$ cat src/sv/fcd_pkg.sv
// Shared types and constants for the framed command deframer.
// Used by every module of the block but fcd_ram; depends on nothing.

package fcd_pkg;

    // Largest body the block stores for one frame
    localparam int unsigned MAX_BODY = 32;
    // Address width of one body bank and width of the body byte counter
    localparam int unsigned BODY_AW  = (MAX_BODY > 1) ? $clog2(MAX_BODY) : 1;
    localparam int unsigned CNT_W    = $clog2(MAX_BODY + 1);
    // Two banks: one being filled while the other drains
    localparam int unsigned NUM_BANKS = 2;
    localparam int unsigned RAM_DEPTH = NUM_BANKS * MAX_BODY;
    localparam int unsigned RAM_AW    = BODY_AW + 1;
    // Command queue depth between front and back
    localparam int unsigned CMDQ_DEPTH = 2;
    localparam int unsigned CMDQ_AW    = 1;

    // Framing characters
    localparam logic [7:0] CH_START = 8'h23;
    localparam logic [7:0] CH_CR    = 8'h0D;
    localparam logic [7:0] CH_LF    = 8'h0A;

    // Result status codes
    typedef enum logic [1:0] {
        ST_OK          = 2'd0,
        ST_BAD_TRAILER = 2'd1,
        ST_TOO_LONG    = 2'd2,
        ST_EMPTY       = 2'd3
    } t_status;

    // One frame command handed from the parser to the output side
    typedef struct packed {
        t_status    status;
        logic [7:0] length;
        logic       bank;
    } t_cmd;

    // Bank release from the output side back to the parser
    typedef struct packed {
        logic valid;
        logic bank;
    } t_rel;

    // Body write into the bank memory
    typedef struct packed {
        logic              we;
        logic [RAM_AW-1:0] addr;
        logic [7:0]        data;
    } t_wr;

endpackage

$ cat src/sv/fcd_ram.sv
// Generic single-write, single-read RAM with registered read and read enable.
// Stand-alone; no package dependency.

module fcd_ram #(
    parameter int unsigned WIDTH = 8,
    parameter int unsigned DEPTH = 64,
    parameter int unsigned AW    = (DEPTH > 1) ? $clog2(DEPTH) : 1
) (
    input  logic             i_clk,
    input  logic             i_we,
    input  logic [AW-1:0]    i_waddr,
    input  logic [WIDTH-1:0] i_wdata,
    input  logic             i_re,
    input  logic [AW-1:0]    i_raddr,
    output logic [WIDTH-1:0] o_rdata
);

    logic [WIDTH-1:0] r_mem [DEPTH];
    logic [WIDTH-1:0] r_rdata;

    // Write port
    always_ff @(posedge i_clk) begin
        if (i_we) begin
            r_mem[i_waddr] <= i_wdata;
        end
    end

    // Registered read, held while not enabled
    always_ff @(posedge i_clk) begin
        if (i_re) begin
            r_rdata <= r_mem[i_raddr];
        end
    end

    assign o_rdata = r_rdata;

endmodule

$ cat src/sv/fcd_front.sv
// Frame parser: accepts received bytes, stores bodies, issues frame commands.
// Depends on fcd_pkg.

module fcd_front (
    input  logic           i_clk,
    input  logic           i_rst_n,
    input  logic           i_valid,
    input  logic [7:0]     i_rx_byte,
    output logic           o_stall,
    input  logic           i_q_full,
    output logic           o_push,
    output fcd_pkg::t_cmd  o_cmd,
    output fcd_pkg::t_wr   o_wr,
    input  fcd_pkg::t_rel  i_rel
);

    typedef enum logic [7:0] {
        PH_START = 8'b0000_0001,
        PH_LEN   = 8'b0000_0010,
        PH_BODY  = 8'b0000_0100,
        PH_TCR   = 8'b0000_1000,
        PH_TLF   = 8'b0001_0000,
        PH_HCR   = 8'b0010_0000,
        PH_HLF   = 8'b0100_0000,
        PH_HHASH = 8'b1000_0000
    } t_phase;

    t_phase                       r_phase, n_phase;
    logic [7:0]                   r_len, n_len;
    logic [fcd_pkg::CNT_W-1:0]    r_cnt, n_cnt;
    logic                         r_cr_ok, n_cr_ok;
    logic                         r_wbank, n_wbank;
    logic [fcd_pkg::NUM_BANKS-1:0] r_busy, n_busy;
    logic                         accept;
    logic [fcd_pkg::CNT_W-1:0]    cnt_inc;

    // Next hunt phase while searching for CR LF '#'
    function automatic t_phase hunt_next(input t_phase ph, input logic [7:0] b);
        t_phase res;
        res = PH_HCR;
        if (b == fcd_pkg::CH_CR) begin
            res = PH_HLF;
        end else if (ph == PH_HLF && b == fcd_pkg::CH_LF) begin
            res = PH_HHASH;
        end else if (ph == PH_HHASH && b == fcd_pkg::CH_START) begin
            res = PH_LEN;
        end
        return res;
    endfunction

    // Hold input while the queue is full or the bank to fill still drains
    assign o_stall = i_q_full || (r_phase == PH_BODY && r_busy[r_wbank]);
    assign accept  = i_valid && !o_stall;
    assign cnt_inc = r_cnt + fcd_pkg::CNT_W'(1);

    // Parser next state
    always_comb begin
        n_phase = r_phase;
        n_len   = r_len;
        n_cnt   = r_cnt;
        n_cr_ok = r_cr_ok;
        n_wbank = r_wbank;
        n_busy  = r_busy;
        o_push  = 1'b0;
        o_cmd   = '{status: fcd_pkg::ST_OK, length: r_len, bank: r_wbank};
        o_wr    = '{we: 1'b0, addr: {r_wbank, r_cnt[fcd_pkg::BODY_AW-1:0]},
                    data: i_rx_byte};
        if (i_rel.valid) begin
            n_busy[i_rel.bank] = 1'b0;
        end
        if (accept) begin
            case (r_phase)
                PH_START: begin
                    if (i_rx_byte == fcd_pkg::CH_START) begin
                        n_phase = PH_LEN;
                    end else begin
                        n_phase = hunt_next(PH_HCR, i_rx_byte);
                    end
                end
                PH_LEN: begin
                    n_len   = i_rx_byte;
                    n_cnt   = '0;
                    n_cr_ok = 1'b0;
                    if (i_rx_byte > 8'(fcd_pkg::MAX_BODY)) begin
                        o_push  = 1'b1;
                        o_cmd   = '{status: fcd_pkg::ST_TOO_LONG, length: i_rx_byte,
                                    bank: r_wbank};
                        n_phase = PH_HCR;
                    end else if (i_rx_byte == 8'd0) begin
                        n_phase = PH_TCR;
                    end else begin
                        n_phase = PH_BODY;
                    end
                end
                PH_BODY: begin
                    o_wr.we = 1'b1;
                    n_cnt   = cnt_inc;
                    if (8'(cnt_inc) >= r_len || cnt_inc == fcd_pkg::CNT_W'(fcd_pkg::MAX_BODY)) begin
                        n_phase = PH_TCR;
                    end
                end
                PH_TCR: begin
                    n_cr_ok = (i_rx_byte == fcd_pkg::CH_CR);
                    n_phase = PH_TLF;
                end
                PH_TLF: begin
                    o_push = 1'b1;
                    if (!(r_cr_ok && i_rx_byte == fcd_pkg::CH_LF)) begin
                        o_cmd = '{status: fcd_pkg::ST_BAD_TRAILER, length: r_len,
                                  bank: r_wbank};
                    end else if (r_len == 8'd0) begin
                        o_cmd = '{status: fcd_pkg::ST_EMPTY, length: 8'd0, bank: r_wbank};
                    end else begin
                        // good frame: hand over the bank and switch to the other one
                        o_cmd            = '{status: fcd_pkg::ST_OK, length: r_len,
                                             bank: r_wbank};
                        n_busy[r_wbank]  = 1'b1;
                        n_wbank          = ~r_wbank;
                    end
                    n_cr_ok = 1'b0;
                    n_cnt   = '0;
                    n_phase = PH_START;
                end
                PH_HCR, PH_HLF, PH_HHASH: begin
                    n_phase = hunt_next(r_phase, i_rx_byte);
                end
                default: begin
                    n_phase = PH_START;
                end
            endcase
        end
    end

    // Parser registers
    always_ff @(posedge i_clk) begin
        if (!i_rst_n) begin
            r_phase <= PH_START;
            r_len   <= '0;
            r_cnt   <= '0;
            r_cr_ok <= 1'b0;
            r_wbank <= 1'b0;
            r_busy  <= '0;
        end else begin
            r_phase <= n_phase;
            r_len   <= n_len;
            r_cnt   <= n_cnt;
            r_cr_ok <= n_cr_ok;
            r_wbank <= n_wbank;
            r_busy  <= n_busy;
        end
    end

endmodule

$ cat src/sv/fcd_queue.sv
// Small command queue between the parser and the output side.
// Depends on fcd_pkg.

module fcd_queue (
    input  logic          i_clk,
    input  logic          i_rst_n,
    input  logic          i_push,
    input  fcd_pkg::t_cmd i_cmd,
    input  logic          i_pop,
    output fcd_pkg::t_cmd o_head,
    output logic          o_empty,
    output logic          o_full
);

    fcd_pkg::t_cmd                 r_entry [fcd_pkg::CMDQ_DEPTH];
    logic [fcd_pkg::CMDQ_AW-1:0]   r_wptr, r_rptr;
    logic [fcd_pkg::CMDQ_AW:0]     r_count;

    assign o_empty = (r_count == '0);
    assign o_full  = (r_count == (fcd_pkg::CMDQ_AW + 1)'(fcd_pkg::CMDQ_DEPTH));
    assign o_head  = r_entry[r_rptr];

    // Entry storage
    always_ff @(posedge i_clk) begin
        if (i_push) begin
            r_entry[r_wptr] <= i_cmd;
        end
    end

    // Pointers and fill count
    always_ff @(posedge i_clk) begin
        if (!i_rst_n) begin
            r_wptr  <= '0;
            r_rptr  <= '0;
            r_count <= '0;
        end else begin
            if (i_push) begin
                r_wptr <= r_wptr + fcd_pkg::CMDQ_AW'(1);
            end
            if (i_pop) begin
                r_rptr <= r_rptr + fcd_pkg::CMDQ_AW'(1);
            end
            if (i_push && !i_pop) begin
                r_count <= r_count + (fcd_pkg::CMDQ_AW + 1)'(1);
            end else if (!i_push && i_pop) begin
                r_count <= r_count - (fcd_pkg::CMDQ_AW + 1)'(1);
            end
        end
    end

endmodule

$ cat src/sv/fcd_back.sv
// Output side: walks queued commands, reads body bytes, drives result registers.
// Depends on fcd_pkg.

module fcd_back (
    input  logic                        i_clk,
    input  logic                        i_rst_n,
    input  fcd_pkg::t_cmd               i_head,
    input  logic                        i_empty,
    output logic                        o_pop,
    output logic                        o_re,
    output logic [fcd_pkg::RAM_AW-1:0]  o_raddr,
    input  logic [7:0]                  i_rdata,
    output fcd_pkg::t_rel               o_rel,
    input  logic                        i_stall,
    output logic                        o_valid,
    output logic [7:0]                  o_body_byte,
    output logic [4:0]                  o_byte_index,
    output logic                        o_last,
    output logic [1:0]                  o_status,
    output logic [7:0]                  o_frame_length
);

    typedef struct packed {
        logic [4:0]      index;
        logic            last;
        fcd_pkg::t_status status;
        logic [7:0]      length;
    } t_meta;

    logic [fcd_pkg::BODY_AW-1:0] r_idx;
    logic                        r_p_valid;
    t_meta                       r_p_meta;
    logic                        r_o_valid;
    logic [7:0]                  r_o_body;
    t_meta                       r_o_meta;
    logic                        p_move;
    logic                        issue;
    logic                        is_ok;
    logic                        is_last;
    logic [7:0]                  idx8;

    // Read stage advances when the output register is free or being taken
    assign p_move  = r_p_valid && (!r_o_valid || !i_stall);
    assign issue   = !i_empty && (!r_p_valid || p_move);
    assign is_ok   = (i_head.status == fcd_pkg::ST_OK);
    assign idx8    = 8'(r_idx);
    assign is_last = !is_ok || (idx8 + 8'd1 == i_head.length);

    assign o_pop     = issue && is_last;
    assign o_re      = issue && is_ok;
    assign o_raddr   = {i_head.bank, r_idx};
    assign o_rel     = '{valid: issue && is_last && is_ok, bank: i_head.bank};

    // Body index counter
    always_ff @(posedge i_clk) begin
        if (!i_rst_n) begin
            r_idx <= '0;
        end else if (issue) begin
            r_idx <= is_last ? '0 : r_idx + fcd_pkg::BODY_AW'(1);
        end
    end

    // Read stage: metadata alongside the memory read
    always_ff @(posedge i_clk) begin
        if (!i_rst_n) begin
            r_p_valid <= 1'b0;
        end else if (issue) begin
            r_p_valid <= 1'b1;
        end else if (p_move) begin
            r_p_valid <= 1'b0;
        end
    end

    always_ff @(posedge i_clk) begin
        if (issue) begin
            r_p_meta <= '{index: is_ok ? idx8[4:0] : 5'd0, last: is_last,
                          status: i_head.status, length: i_head.length};
        end
    end

    // Output register
    always_ff @(posedge i_clk) begin
        if (!i_rst_n) begin
            r_o_valid <= 1'b0;
        end else if (p_move) begin
            r_o_valid <= 1'b1;
        end else if (!i_stall) begin
            r_o_valid <= 1'b0;
        end
    end

    always_ff @(posedge i_clk) begin
        if (p_move) begin
            r_o_meta <= r_p_meta;
            r_o_body <= (r_p_meta.status == fcd_pkg::ST_OK) ? i_rdata : 8'd0;
        end
    end

    assign o_valid        = r_o_valid;
    assign o_body_byte    = r_o_body;
    assign o_byte_index   = r_o_meta.index;
    assign o_last         = r_o_meta.last;
    assign o_status       = r_o_meta.status;
    assign o_frame_length = r_o_meta.length;

endmodule

$ cat src/sv/framed_command_deframer_unit.sv
// Top level of the framed command deframer: parser, command queue, output side.
// Depends on fcd_pkg, fcd_ram, fcd_front, fcd_queue, fcd_back.
//
//   Channel   Handshake            Payload
//   input     i_valid / o_stall    i_rx_byte
//   output    o_valid / i_stall    o_body_byte, o_byte_index, o_last, o_status,
//                                  o_frame_length
//
// The parser takes one byte per cycle unless stalled. Results leave one per cycle
// while i_stall is low, through the memory read stage, then the output register.
// Bodies are double banked in one 64-entry RAM; the parser stalls only when the
// queue is full or the bank it must fill is still draining.
// Reset is synchronous and active low; no clearing pass.

module framed_command_deframer_unit (
    input  logic       i_clk,
    input  logic       i_rst_n,
    input  logic       i_valid,
    input  logic [7:0] i_rx_byte,
    output logic       o_stall,
    output logic       o_valid,
    input  logic       i_stall,
    output logic [7:0] o_body_byte,
    output logic [4:0] o_byte_index,
    output logic       o_last,
    output logic [1:0] o_status,
    output logic [7:0] o_frame_length
);

    fcd_pkg::t_cmd               push_cmd, head_cmd;
    fcd_pkg::t_wr                wr;
    fcd_pkg::t_rel               rel;
    logic                        push, pop, q_empty, q_full, re;
    logic [fcd_pkg::RAM_AW-1:0]  raddr;
    logic [7:0]                  rdata;

    fcd_front u_front (
        .i_clk     (i_clk),
        .i_rst_n   (i_rst_n),
        .i_valid   (i_valid),
        .i_rx_byte (i_rx_byte),
        .o_stall   (o_stall),
        .i_q_full  (q_full),
        .o_push    (push),
        .o_cmd     (push_cmd),
        .o_wr      (wr),
        .i_rel     (rel)
    );

    fcd_queue u_queue (
        .i_clk   (i_clk),
        .i_rst_n (i_rst_n),
        .i_push  (push),
        .i_cmd   (push_cmd),
        .i_pop   (pop),
        .o_head  (head_cmd),
        .o_empty (q_empty),
        .o_full  (q_full)
    );

    fcd_ram #(
        .WIDTH (8),
        .DEPTH (fcd_pkg::RAM_DEPTH)
    ) u_body_ram (
        .i_clk   (i_clk),
        .i_we    (wr.we),
        .i_waddr (wr.addr),
        .i_wdata (wr.data),
        .i_re    (re),
        .i_raddr (raddr),
        .o_rdata (rdata)
    );

    fcd_back u_back (
        .i_clk          (i_clk),
        .i_rst_n        (i_rst_n),
        .i_head         (head_cmd),
        .i_empty        (q_empty),
        .o_pop          (pop),
        .o_re           (re),
        .o_raddr        (raddr),
        .i_rdata        (rdata),
        .o_rel          (rel),
        .i_stall        (i_stall),
        .o_valid        (o_valid),
        .o_body_byte    (o_body_byte),
        .o_byte_index   (o_byte_index),
        .o_last         (o_last),
        .o_status       (o_status),
        .o_frame_length (o_frame_length)
    );

endmodule

$ cat config.mk
export PLATFORM = sky130hd
export DESIGN_NAME = framed_command_deframer_unit
export DESIGN_NICKNAME = d
export VERILOG_FILES = /design/src/sv/fcd_pkg.sv /design/src/sv/fcd_ram.sv /design/src/sv/fcd_front.sv /design/src/sv/fcd_queue.sv /design/src/sv/fcd_back.sv /design/src/sv/framed_command_deframer_unit.sv
export SDC_FILE = /design/constraint.sdc
export NUM_CORES = 1
export LEC_CHECK = 0
export ABC_CLOCK_PERIOD_IN_PS = 2550
export BUFFER_PORTS_ARGS = -buffer_cell sky130_fd_sc_hd__buf_2
export CAP_MARGIN = 10
export CORE_UTILIZATION = 45
export CTS_CLUSTER_DIAMETER = 40
export DETAILED_ROUTE_END_ITERATION = 7
export SLEW_MARGIN = 20
export SYNTH_ARGS = -nofsm -noshare
export SYNTH_HDL_FRONTEND = slang
export SYNTH_SLANG_ARGS = --single-unit
$ cat constraint.sdc
create_clock -name i_clk -period 2.55 [get_ports i_clk]
set_clock_uncertainty 0.05 [all_clocks]
set_input_delay 0.255 -clock i_clk [delete_from_list [all_inputs] [get_ports i_clk]]
set_output_delay 0.255 -clock i_clk [all_outputs]
set_load 0.02 [all_outputs]
==> metrics.md, run 1 <==
| Metric | Value |
|---|---|
| Status | completed |
| Post-synth EDFFs | 582 |
| Initial antenna violation count | 1 |
| GPL Wtd Cong | 0.8433 |
| Row cnt | 85 |
| Critical hold path startpoint | i_rx_byte[5] |
| Post-synthesis sequential area ratio | 0.7420 |
| Worst reg2reg endpoint | u_queue.r_count[1] |
| Area grow syn2layout | 22.90% |
| Global-route wire length before repair | 85.35 mm |
| Core box area | 53920 sq um |
| Asr flop ratio synth | 0 |
| Fmax | 392.6 MHz |
| Overflow after GRT | 0 |
| Design area | 30210 sq um |
| Leak | 0.009864 uW |
| Syn Nets | 1300 |
| Period utilisation layout | 0.9988 |
| Post-synth design cell area | 24580 sq um |
| Hold_ws | 0.06928 ns |
| Vias in the first global route | 13249 |
| Drt wl/cell | 25.10 um |
| H-tree depth | 3 |
| Die area | 55560 sq um |
| DP HPWL | 36.77 mm |
| CP endpoint | u_queue.r_count[1] |
| Final max-slew violation count | 0 |
| Tightest Pin Transition | 1.050 ns |
| Final setup margin | 0.003065 ns |
| Final #Nets | 1567 |
| Worst ir drop on vdd | 561.0 uV |
| PD cells | 777.0 nW/um^2 |
| Max incr delay on CP | 0.40 ns |
| Routed Antenna Nets | 0 |
| Worst min-delay path category | primary input to flip-flop |
| R2R setup slack | 0.003 ns |
| Router iterations before antenna repair | 5 |
| Rel. slew slack | 0.2993 |
| CP max-delay cell | dfxtp_4 |
| Post-layout minimum cycle time | 2.547 ns |
| Post-Layout Cell Count | 2312 |
| Reg2Reg Depth | 10 |
| Cell depth of the worst setup path | 10 |
| Ys Warns | 0 |
| Cells after DPL | 2129 |
| Req. time, crit path | 3.03 ns |
| Multi-input gate area | 6062 sq um |
| Total negative slack | 0 ns |
| Largest net degree at the start of global routing | 70 |
| WS Path Type | flip-flop to flip-flop |
| Total global-route track usage | 0.2111 |
| Crit path buf inv count | 1 |
| CTS tree | built |
| Mean post-synth cell area | 19.22 sq um |
| CTS Root Cell | clkbuf_16 |
| Crit end category | flip-flop |
| Unrepaired setup endpoints after global routing | yes |
| Die Span X | 235.7 um |
| Most frequent cells in the layout | edfxtp_1 (582), buf_4 (178), mux4_2 (145) |
| Post-Route WL | 58.02 mm |
| Worst-skew pair later-pin latency | 0.61 ns |
| Clock slew at reported path FFs | 0.06 ns |
| Via-per-instance ratio | 5.641 |
| IO Pins | 38 |
| DRC viols | 0 |
| Max_cap viols | 0 |
| Netlist cell types | 62 |
| Yosys reg bits | 620 |
| Final setup fails | 0 |
| Cell count after synthesis | 1279 |
| Crit Path Max Fanout | 7 |
| Worst Setup Start Kind | flip-flop |
| Crit path cell chain | mux2_2 -> xnor3_1 -> nor2_2 -> nand3_2 -> a21oi_4 -> inv_1 -> ha_1 -> xor2_1 -> or3_1 -> a21oi_2 |
| Initial DRC count | 1075 |
| Num CTS Buffers | 84 |
| Place WS | -0.3334 ns |
| Clock sinks | 620 |
| Die height | 235.7 um |
| Filler Cells Inserted | 4100 |
| Ys flop type | edfxtp_1 |
| Hold Violations, Final | 0 |
| Arrival time at the worst endpoint | 3.03 ns |
| Clock Path Buffers | 3 |
| Most common cell after layout, fill and taps aside | edfxtp_1 |
| Dpl cell area | 26870 sq um |
| Initial Utilization | 0.4558 |
| I/O Buffers | 37 |
| Layout cells sized above 1 | 0.3558 |
| CP delay by family, top | simple AND/OR/NAND/NOR gates |
| Number of diodes | 0 |
| Via count | 13043 |
| Register area | 18260 sq um |
synth_stat cells, types with 14 or more instances:
master	instances	area, sq um
mux4_2	145	3266
buf_2	23	115.1
nand3_1	20	100.1
mux2_2	16	180.2
nand2_1	38	142.6
dfxtp_1	38	760.7
a21oi_1	39	195.2
nor2_1	122	457.9
o221ai_1	14	122.6
inv_1	18	67.56
clkbuf_1	18	67.56
mux2i_1	24	240.2
edfxtp_1	582	17480
layout make-up:
cell class / count / area share
Clock buffer: 93 / 0.07211
Clock inverter: 63 / 0.02527
Inverter: 18 / 0.002237
Multi-Input combinational cell: 580 / 0.2007
Sequential cell: 620 / 0.6044
Tap cell: 696 / 0.02883
Timing Repair Buffer: 242 / 0.06652
timing repair:
item | CTS | global route
pin swaps | 4 | 5
setup buffers | 1 | 19
gates resized for setup | 11 | 25
hold buffers | 5 | 0
endpoints found under the setup margin | 4 | 314
gates cloned | 0 | 2
hold endpoints to repair | 16 | 0
flip-flops by register name, indices dropped and copies added (netlist names), 2 cells and up, named ones only:
signal                 cells
u_queue.r_entry           22
u_back.o_frame_length      8
u_back.o_status            2
u_back.r_idx               5
u_front.r_busy             2
u_queue.r_count            2
u_body_ram.r_mem         512
u_back.o_body_byte         8
u_front.r_cnt              6
u_back.o_byte_index        5
u_front.r_len              8
u_front.r_phase            8
u_back.r_p_meta           16
u_body_ram.o_rdata         8
worst reg2reg max path, cell delays in order (launching register included):
cell and delay (ns):
dfxtp_4 0.40, mux2_2 0.38, xnor3_1 0.36, nor2_2 0.15, nand3_2 0.13, a21oi_4 0.16
inv_1 0.06, ha_1 0.19, xor2_1 0.15, or3_1 0.32, a21oi_2 0.12
routing by layer:
layer	vias to the layer above	track usage	share of wire
met5	-	0	0.00022
met4	2	0.06536	0.025
met3	100	0.05804	0.073
met2	439	0.3351	0.48
met1	6741	0.2845	0.42
li1	5761	-	-
worst min-delay path by stage:
stage	slack, ns	to	cells past startpoint
final	0.07	u_body_ram.r_mem[19][5]	2
after global routing	0.02	u_body_ram.r_mem[19][5]	2
after CTS	0.04	u_body_ram.r_mem[19][5]	2
after detailed placement	0.35	u_back.o_frame_length[0]	0
after global placement	0.36	u_back.o_frame_length[2]	0
after floorplan	0.30	u_body_ram.r_mem[0][0]	0
through the flow:
step                total power (uW)    util
floorplan                      11370       -
CTS                            23650  0.5546
detailed placement             11590  0.4983
global route                   24080  0.5602
global placement               11580  0.4983
finish                         23470  0.5602
report_power, final:
| group | total, uW | internal, uW | switching (uW) |
|---|---|---|---|
| clock | 12100 | 7580 | 4500 |
| sequential | 11100 | 11100 | 3.34 |
| combinational | 282 | 62.2 | 219 |
kinds of logic after synthesis:
group	Yosys count	share of synthesized area
xor+xnor	19	0.007890
flops	620	0.7420
mux	185	0.1500
compound gates	113	0.02988
simple gates	254	0.04984
buf+inv	79	0.01583
fa+ha+maj	9	0.004582
Note: power is estimated with default switching activity, not from simulation.
==> run 2, diff against run 1 <==
- CORE_UTILIZATION: 45 -> 47
==> metrics.md, run 2 (synthesized netlist as in run 1, its figures left out) <==
| Metric | Value |
|---|---|
| Status | complete, but fails checks (was completed) |
| Failing checks | negative setup slack |
| Top flop regs | u_body_ram.r_mem (512), u_queue.r_entry (22), u_back.r_p_meta (16) (unchanged) |
| Largest reg by FF count | u_body_ram.r_mem (unchanged) |
| Rel. slew slack | 0.3212 (was 0.2993) |
| Hold Violations, Final | 0 (unchanged) |
| Worst min-delay path category | primary input to flip-flop (unchanged) |
| Hold_ws | 0.05469 ns (was 0.06928 ns) |
| Req. time, crit path | 2.87 ns (was 3.03 ns) |
| FF-to-FF Start | u_back.r_idx[0] |
| Filler Cells Inserted | 3776 (was 4100) |
| Post-Layout Cell Count | 2308 (was 2312) |
| Initial DRC count | 1351 (was 1075) |
| Leak | 0.009988 uW (was 0.009864 uW) |
| Final max-slew violation count | 0 (unchanged) |
| WS Path Type | flip-flop to flip-flop (unchanged) |
| Period utilisation layout | 1.019 (was 0.9988) |
| Crit Path Max Fanout | 10 (was 7) |
| Arrival time at the worst endpoint | 2.91 ns (was 3.03 ns) |
| Total global-route track usage | 0.2249 (was 0.2111) |
| PD cells | 770.9 nW/um^2 (was 777.0 nW/um^2) |
| Overflow after GRT | 0 (unchanged) |
| Row cnt | 83 (was 85) |
| R2R setup slack | -0.05 ns (was 0.003 ns) |
| Die area | 53210 sq um (was 55560 sq um) |
| Tightest Pin Transition | 1.017 ns (was 1.050 ns) |
| Post-Route WL | 58.97 mm (was 58.02 mm) |
| Final setup margin | -0.04743 ns (was 0.003065 ns) |
| Via count | 13310 (was 13043) |
| Area grow syn2layout | 23.60% (was 22.90%) |
| Clock slew at reported path FFs | 0.06 ns (about the same) |
| CP endpoint | u_body_ram.o_rdata[7] (was u_queue.r_count[1]) |
| CTS Root Cell | clkbuf_16 (unchanged) |
| Vias in the first global route | 13328 (was 13249) |
| I/O Buffers | 37 (unchanged) |
| Initial Utilization | 0.4772 (was 0.4558) |
| Die Span X | 230.7 um (was 235.7 um) |
| GPL Wtd Cong | 0.8589 (was 0.8433) |
| DP HPWL | 36.94 mm (was 36.77 mm) |
| Drt wl/cell | 25.55 um (was 25.10 um) |
| Crit end category | flip-flop (unchanged) |
| Number of flip-flops in the largest register | 512 (unchanged) |
| Via-per-instance ratio | 5.767 (was 5.641) |
| Initial antenna violation count | 0 (was 1) |
| CTS tree | built (unchanged) |
| Number of diodes | 0 (unchanged) |
| Clock sinks | 620 (unchanged) |
| Router iterations before antenna repair | 5 (unchanged) |
| H-tree depth | 3 (unchanged) |
| DRC viols | 0 (unchanged) |
| Die height | 230.7 um (was 235.7 um) |
| Clock Path Buffers | 3 (unchanged) |
| Post-layout minimum cycle time | 2.597 ns (was 2.547 ns) |
| Max incr delay on CP | 0.55 ns (was 0.40 ns) |
| Num CTS Buffers | 85 (was 84) |
| Final core occ | 0.5898 (was 0.5602) |
| Cells after DPL | 2123 (was 2129) |
| Crit path cell chain | buf_12 -> buf_12 -> buf_16 -> mux4_2 -> mux4_2 -> mux2i_2 -> a21oi_1 (was mux2_2 -> xnor3_1 -> nor2_2 -> nand3_2 -> a21oi_4 -> inv_1 -> ha_1 -> xor2_1 -> or3_1 -> a21oi_2) |
| Global-route wire length before repair | 86.68 mm (was 85.35 mm) |
| Worst Setup Start Kind | flip-flop (unchanged) |
| Final #Nets | 1578 (was 1567) |
| Fmax | 385.0 MHz (was 392.6 MHz) |
| Worst reg2reg endpoint | u_body_ram.o_rdata[7] (was u_queue.r_count[1]) |
| Layout cells sized above 1 | 0.3686 (was 0.3558) |
| Core box area | 51510 sq um (was 53920 sq um) |
| Worst hold stages | 3 (was 2) |
| Worst-skew pair later-pin latency | 0.62 ns (was 0.61 ns) |
| CP startpoint | u_back.r_idx[0] |
| Most frequent cells in the layout | edfxtp_1 (582), buf_4 (183), mux4_2 (145) (was edfxtp_1 (582), buf_4 (178), mux4_2 (145)) |
| IO Pins | 38 (unchanged) |
| Tot Pwr | 23420 uW (was 23470 uW) |
| Final setup fails | 2 (was 0) |
| Most common cell after layout, fill and taps aside | edfxtp_1 (unchanged) |
| Max_cap viols | 0 (unchanged) |
| Routed Antenna Nets | 0 (unchanged) |
| CP max-delay cell | mux4_2 (was dfxtp_4) |
| Unrepaired setup endpoints after global routing | yes (unchanged) |
| Largest net degree at the start of global routing | 70 (unchanged) |
| Worst ir drop on vdd | 607.8 uV (was 561.0 uV) |
| Reg2Reg Depth | 7 (was 10) |
[run 2: cell count changes in the layout (fill, tap and decap cells not counted), moves of 3 or more]
cell       change
a21oi_2        +4
clkinv_1       -3
bufinv_16      -3
a21oi_1        -4
buf_4          +5
clkbuf_16      +3
inv_8          +3
[run 2: repair_timing]
item                                    CTS  global route
buffers inserted                          0            16
gates cloned                              0             6
hold buffers                              5             0
endpoints found under the hold margin     9             0
resized for setup                         4            44
pin swaps                                 0             8
endpoints found under the setup margin   67           406
[run 2: worst min-delay path by stage]
stage | slack (ns) | start | end
after global placement | 0.35 | u_back.r_p_meta[6] | u_back.o_frame_length[6]
final | 0.05 | i_rx_byte[6] | u_front.r_len[6]
after detailed placement | 0.35 | u_back.r_p_meta[15] | u_back.o_byte_index[4]
after CTS | 0.02 | i_rx_byte[6] | u_front.r_len[6]
after global routing | 0.04 | i_rx_byte[6] | u_front.r_len[6]
after floorplan | 0.30 | i_rx_byte[0] | u_body_ram.r_mem[0][0]
[run 2: worst max-delay path: cells and delay by family, from the launching register on]
kind                   cells  cell delay (ns)
AOI/OAI and AO/OA          1             0.11
buffers and inverters      3             0.42
DFF                        1             0.40
muxes                      3             1.34
[run 2: metal layers]
| layer | up-vias | share of wire | track usage |
|---|---|---|---|
| met2 | 505 | 0.48 | 0.3541 |
| li1 | 5792 | - | - |
| met4 | 0 | 0.027 | 0.07823 |
| met1 | 6922 | 0.42 | 0.3121 |
| met3 | 91 | 0.072 | 0.04817 |
| met5 | - | 0 | 0 |
[run 2: power by group]
part / internal, uW / switching [uW] / leakage (uW)
Sequential: 11100 / 4.51 / 0.00556
Combinational: 60.8 / 222 / 0.00303
Clock: 7360 / 4670 / 0.00140
Total: 18500 / 4890 / 0.00999
[run 2: final cells by class]
class	count	area, sq um	share of cell area
sequential	620	18260	0.6009
multi-input combinational	580	6107	0.2010
clock buffer	93	2178	0.07171
timing repair buffer	252	2151	0.07080
tap	680	850.8	0.02801
clock inverter	65	768.2	0.02529
inverter	18	67.56	0.002224
[run 2: stage by stage]
step	instance area, sq um	worst slack [ns]	setup TNS (ns)
CTS	29900	-0.06326	-0.06326
global placement	26890	-0.4238	-4.967
detailed placement	26890	-0.4064	-6.733
finish	30380	-0.04743	-0.07211
global route	30380	-0.07692	-0.3902
floorplan	24590	0.0001401	0
==> run 3, diff against run 2 <==
- RECOVER_POWER: not set -> 50
==> metrics.md, run 3 (synthesized netlist as in run 1, its figures left out) <==
| Metric | Value |
|---|---|
| Worst Setup Start Kind | flip-flop (unchanged) |
| Worst-skew pair later-pin latency | 0.62 ns (about the same) |
| FF-to-FF Start | u_back.r_idx[0] (unchanged) |
| Global-route wire length before repair | 86.68 mm (unchanged) |
| Largest reg by FF count | u_body_ram.r_mem (unchanged) |
| Reg2Reg Depth | 7 (unchanged) |
| Drt wl/cell | 25.54 um (was 25.55 um) |
| Router iterations before antenna repair | 5 (unchanged) |
| Clock Path Buffers | 3 (unchanged) |
| Top flop regs | u_body_ram.r_mem (512), u_queue.r_entry (22), u_back.r_p_meta (16) (unchanged) |
| Most common cell after layout, fill and taps aside | edfxtp_1 (unchanged) |
| Die area | 53210 sq um (unchanged) |
| Die height | 230.7 um (unchanged) |
| Crit path cell chain | buf_12 -> buf_12 -> clkbuf_16 -> mux4_2 -> mux4_2 -> a211oi_1 -> a21oi_1 (was buf_12 -> buf_12 -> buf_16 -> mux4_2 -> mux4_2 -> mux2i_2 -> a21oi_1) |
| Worst hold stages | 5 (was 3) |
| Crit path buf inv count | 3 (unchanged) |
| Tightest Pin Transition | 1.878 ns (was 1.017 ns) |
| WS Path Type | flip-flop to flip-flop (unchanged) |
| Routed Antenna Nets | 0 (unchanged) |
| Via count | 13321 (was 13310) |
| Final setup fails | 2 (unchanged) |
| Core box area | 51510 sq um (unchanged) |
| PD cells | 772.2 nW/um^2 (was 770.9 nW/um^2) |
| Period utilisation layout | 1.011 (was 1.019) |
| Crit Path Max Fanout | 8 (was 10) |
| Leak | 0.009935 uW (was 0.009988 uW) |
| Num CTS Buffers | 85 (unchanged) |
| Largest net degree at the start of global routing | 70 (unchanged) |
| Arrival time at the worst endpoint | 2.90 ns (was 2.91 ns) |
| Initial DRC count | 1332 (was 1351) |
| Hold Violations, Final | 0 (unchanged) |
| Row cnt | 83 (unchanged) |
| Status | complete, but fails checks (unchanged) |
| Die Span X | 230.7 um (unchanged) |
| GPL Wtd Cong | 0.8589 (unchanged) |
| Worst ir drop on vdd | 607.7 uV (was 607.8 uV) |
| Max incr delay on CP | 0.56 ns (was 0.55 ns) |
| CP max-delay cell | mux4_2 (unchanged) |
| CTS Root Cell | clkbuf_16 (unchanged) |
| Worst reg2reg endpoint | u_body_ram.o_rdata[7] (unchanged) |
| DRC viols | 0 (unchanged) |
| Vias in the first global route | 13328 (unchanged) |
| Worst min-delay path category | primary input to flip-flop (unchanged) |
| Clock sinks | 620 (unchanged) |
| Via-per-instance ratio | 5.769 (was 5.767) |
| Critical hold path startpoint | i_valid (was i_rx_byte[6]) |
| Clock slew at reported path FFs | 0.06 ns (about the same) |
| I/O Buffers | 37 (unchanged) |
| Initial antenna violation count | 1 (was 0) |
| Post-layout minimum cycle time | 2.578 ns (was 2.597 ns) |
| CP delay by family, top | multiplexers (unchanged) |
| Final core occ | 0.5888 (was 0.5898) |
| Final max-slew violation count | 144 (was 0) |
| Final #Nets | 1578 (unchanged) |
| CTS tree | built (unchanged) |
| Failing checks | max-capacitance violations, max-slew violations, negative setup slack (was negative setup slack) |
| IO Pins | 38 (unchanged) |
| Initial Utilization | 0.4772 (unchanged) |
| Number of flip-flops in the largest register | 512 (unchanged) |
| Max_cap viols | 3 (was 0) |
| Worst Hold Endpoint | u_front.r_len[0] (was u_front.r_len[6]) |
| Post-Route WL | 58.96 mm (was 58.97 mm) |
| Overflow after GRT | 0 (unchanged) |
| Most frequent cells in the layout | edfxtp_1 (582), buf_4 (168), mux4_2 (145) (was edfxtp_1 (582), buf_4 (183), mux4_2 (145)) |
| Tot Pwr | 23420 uW (about the same) |
| Unrepaired setup endpoints after global routing | yes (unchanged) |
| Req. time, crit path | 2.87 ns (about the same) |
| Layout cells sized above 1 | 0.3593 (was 0.3686) |
| R2R setup slack | -0.03 ns (was -0.05 ns) |
| Fmax | 387.9 MHz (was 385.0 MHz) |
| Crit end category | flip-flop (unchanged) |
| Final setup margin | -0.02807 ns (was -0.04743 ns) |
| Rel. slew slack | -0.2520 (was 0.3212) |
| Total global-route track usage | 0.2249 (unchanged) |
| H-tree depth | 3 (unchanged) |
| Area grow syn2layout | 23.40% (was 23.60%) |
| DP HPWL | 36.94 mm (unchanged) |
==> run 3: cell types whose count changed in the layout (fill, tap and decap cells not counted), sizes merged <==
cell    change
buf        -22
clkbuf     +22
diode       +1
==> run 3: how the worst max path moves through the flow <==
stage,from,to,slack [ns],depth (start not counted)
floorplan,flip-flop,u_queue.r_count[1],0.0001,10
global placement,i_rx_byte[0],u_queue.r_count[1],-0.42,11
detailed placement,i_rx_byte[0],u_queue.r_count[1],-0.41,10
CTS,u_back.r_idx[0],u_queue.r_count[1],-0.06,10
global route,flip-flop,u_queue.r_count[1],-0.08,10
finish,u_back.r_idx[0],u_body_ram.o_rdata[7],-0.03,7
==> run 3: tightest hold or removal path: stages <==
cell	delay [ns]
buf_2	0.09
and2_1	0.19
nand2_1	0.15
nand2_1	0.10
a21oi_1	0.05
==> run 3: area by class of cell <==
class / count / area [sq um]
flip-flops and latches: 620 / 18260
well taps: 680 / 850.8
fillers: 3782 / 21180
diodes: 1 / 2.502
clock buffers: 93 / 2178
repair buffers: 252 / 2100
multi-input cells: 580 / 6107
clock inverters: 65 / 768.2
inverters: 18 / 67.56
==> run 3: power breakdown <==
| part | internal, uW | switching (uW) |
|---|---|---|
| clock | 7360 | 4670 |
| sequential | 11100 | 4.44 |
| combinational | 51.6 | 222 |
| total | 18500 | 4900 |
==> run 3: per-stage QoR <==
| step | TNS [ns] | setup WS (ns) | instances | hold WS, ns | cell area [sq um] |
|---|---|---|---|---|---|
| after floorplan | 0 | 0.0001401 | 1279 | 0.3039 | 24590 |
| after global routing | -0.4441 | -0.07692 | 2309 | 0.2280 | 30330 |
| after detailed placement | -6.733 | -0.4064 | 2123 | 0.3545 | 26890 |
| final | -0.05283 | -0.02807 | 2309 | 0.2126 | 30330 |
| after CTS | -0.06326 | -0.06326 | 2286 | 0.02128 | 29900 |
| after global placement | -4.967 | -0.4238 | 2123 | 0.3524 | 26890 |
==> run 3: routing by layer <==
layer,up-vias,track usage,wire length (um),part of all wire
li1,5788,-,-,-
met1,6936,0.3121,24580,0.42
met2,509,0.3541,28290,0.48
met3,88,0.04817,4569,0.077
met4,0,0.07823,1518,0.026
met5,-,0,0,0
==> run 3: what timing repair did <==
| item | CTS | global route |
|---|---|---|
| gates resized for setup | 4 | 44 |
| hold buffers | 5 | 0 |
| hold endpoints to repair | 9 | 0 |
| setup buffers | 0 | 16 |
| gates cloned | 0 | 6 |
| pin swaps | 0 | 8 |
| setup endpoints to repair | 67 | 406 |
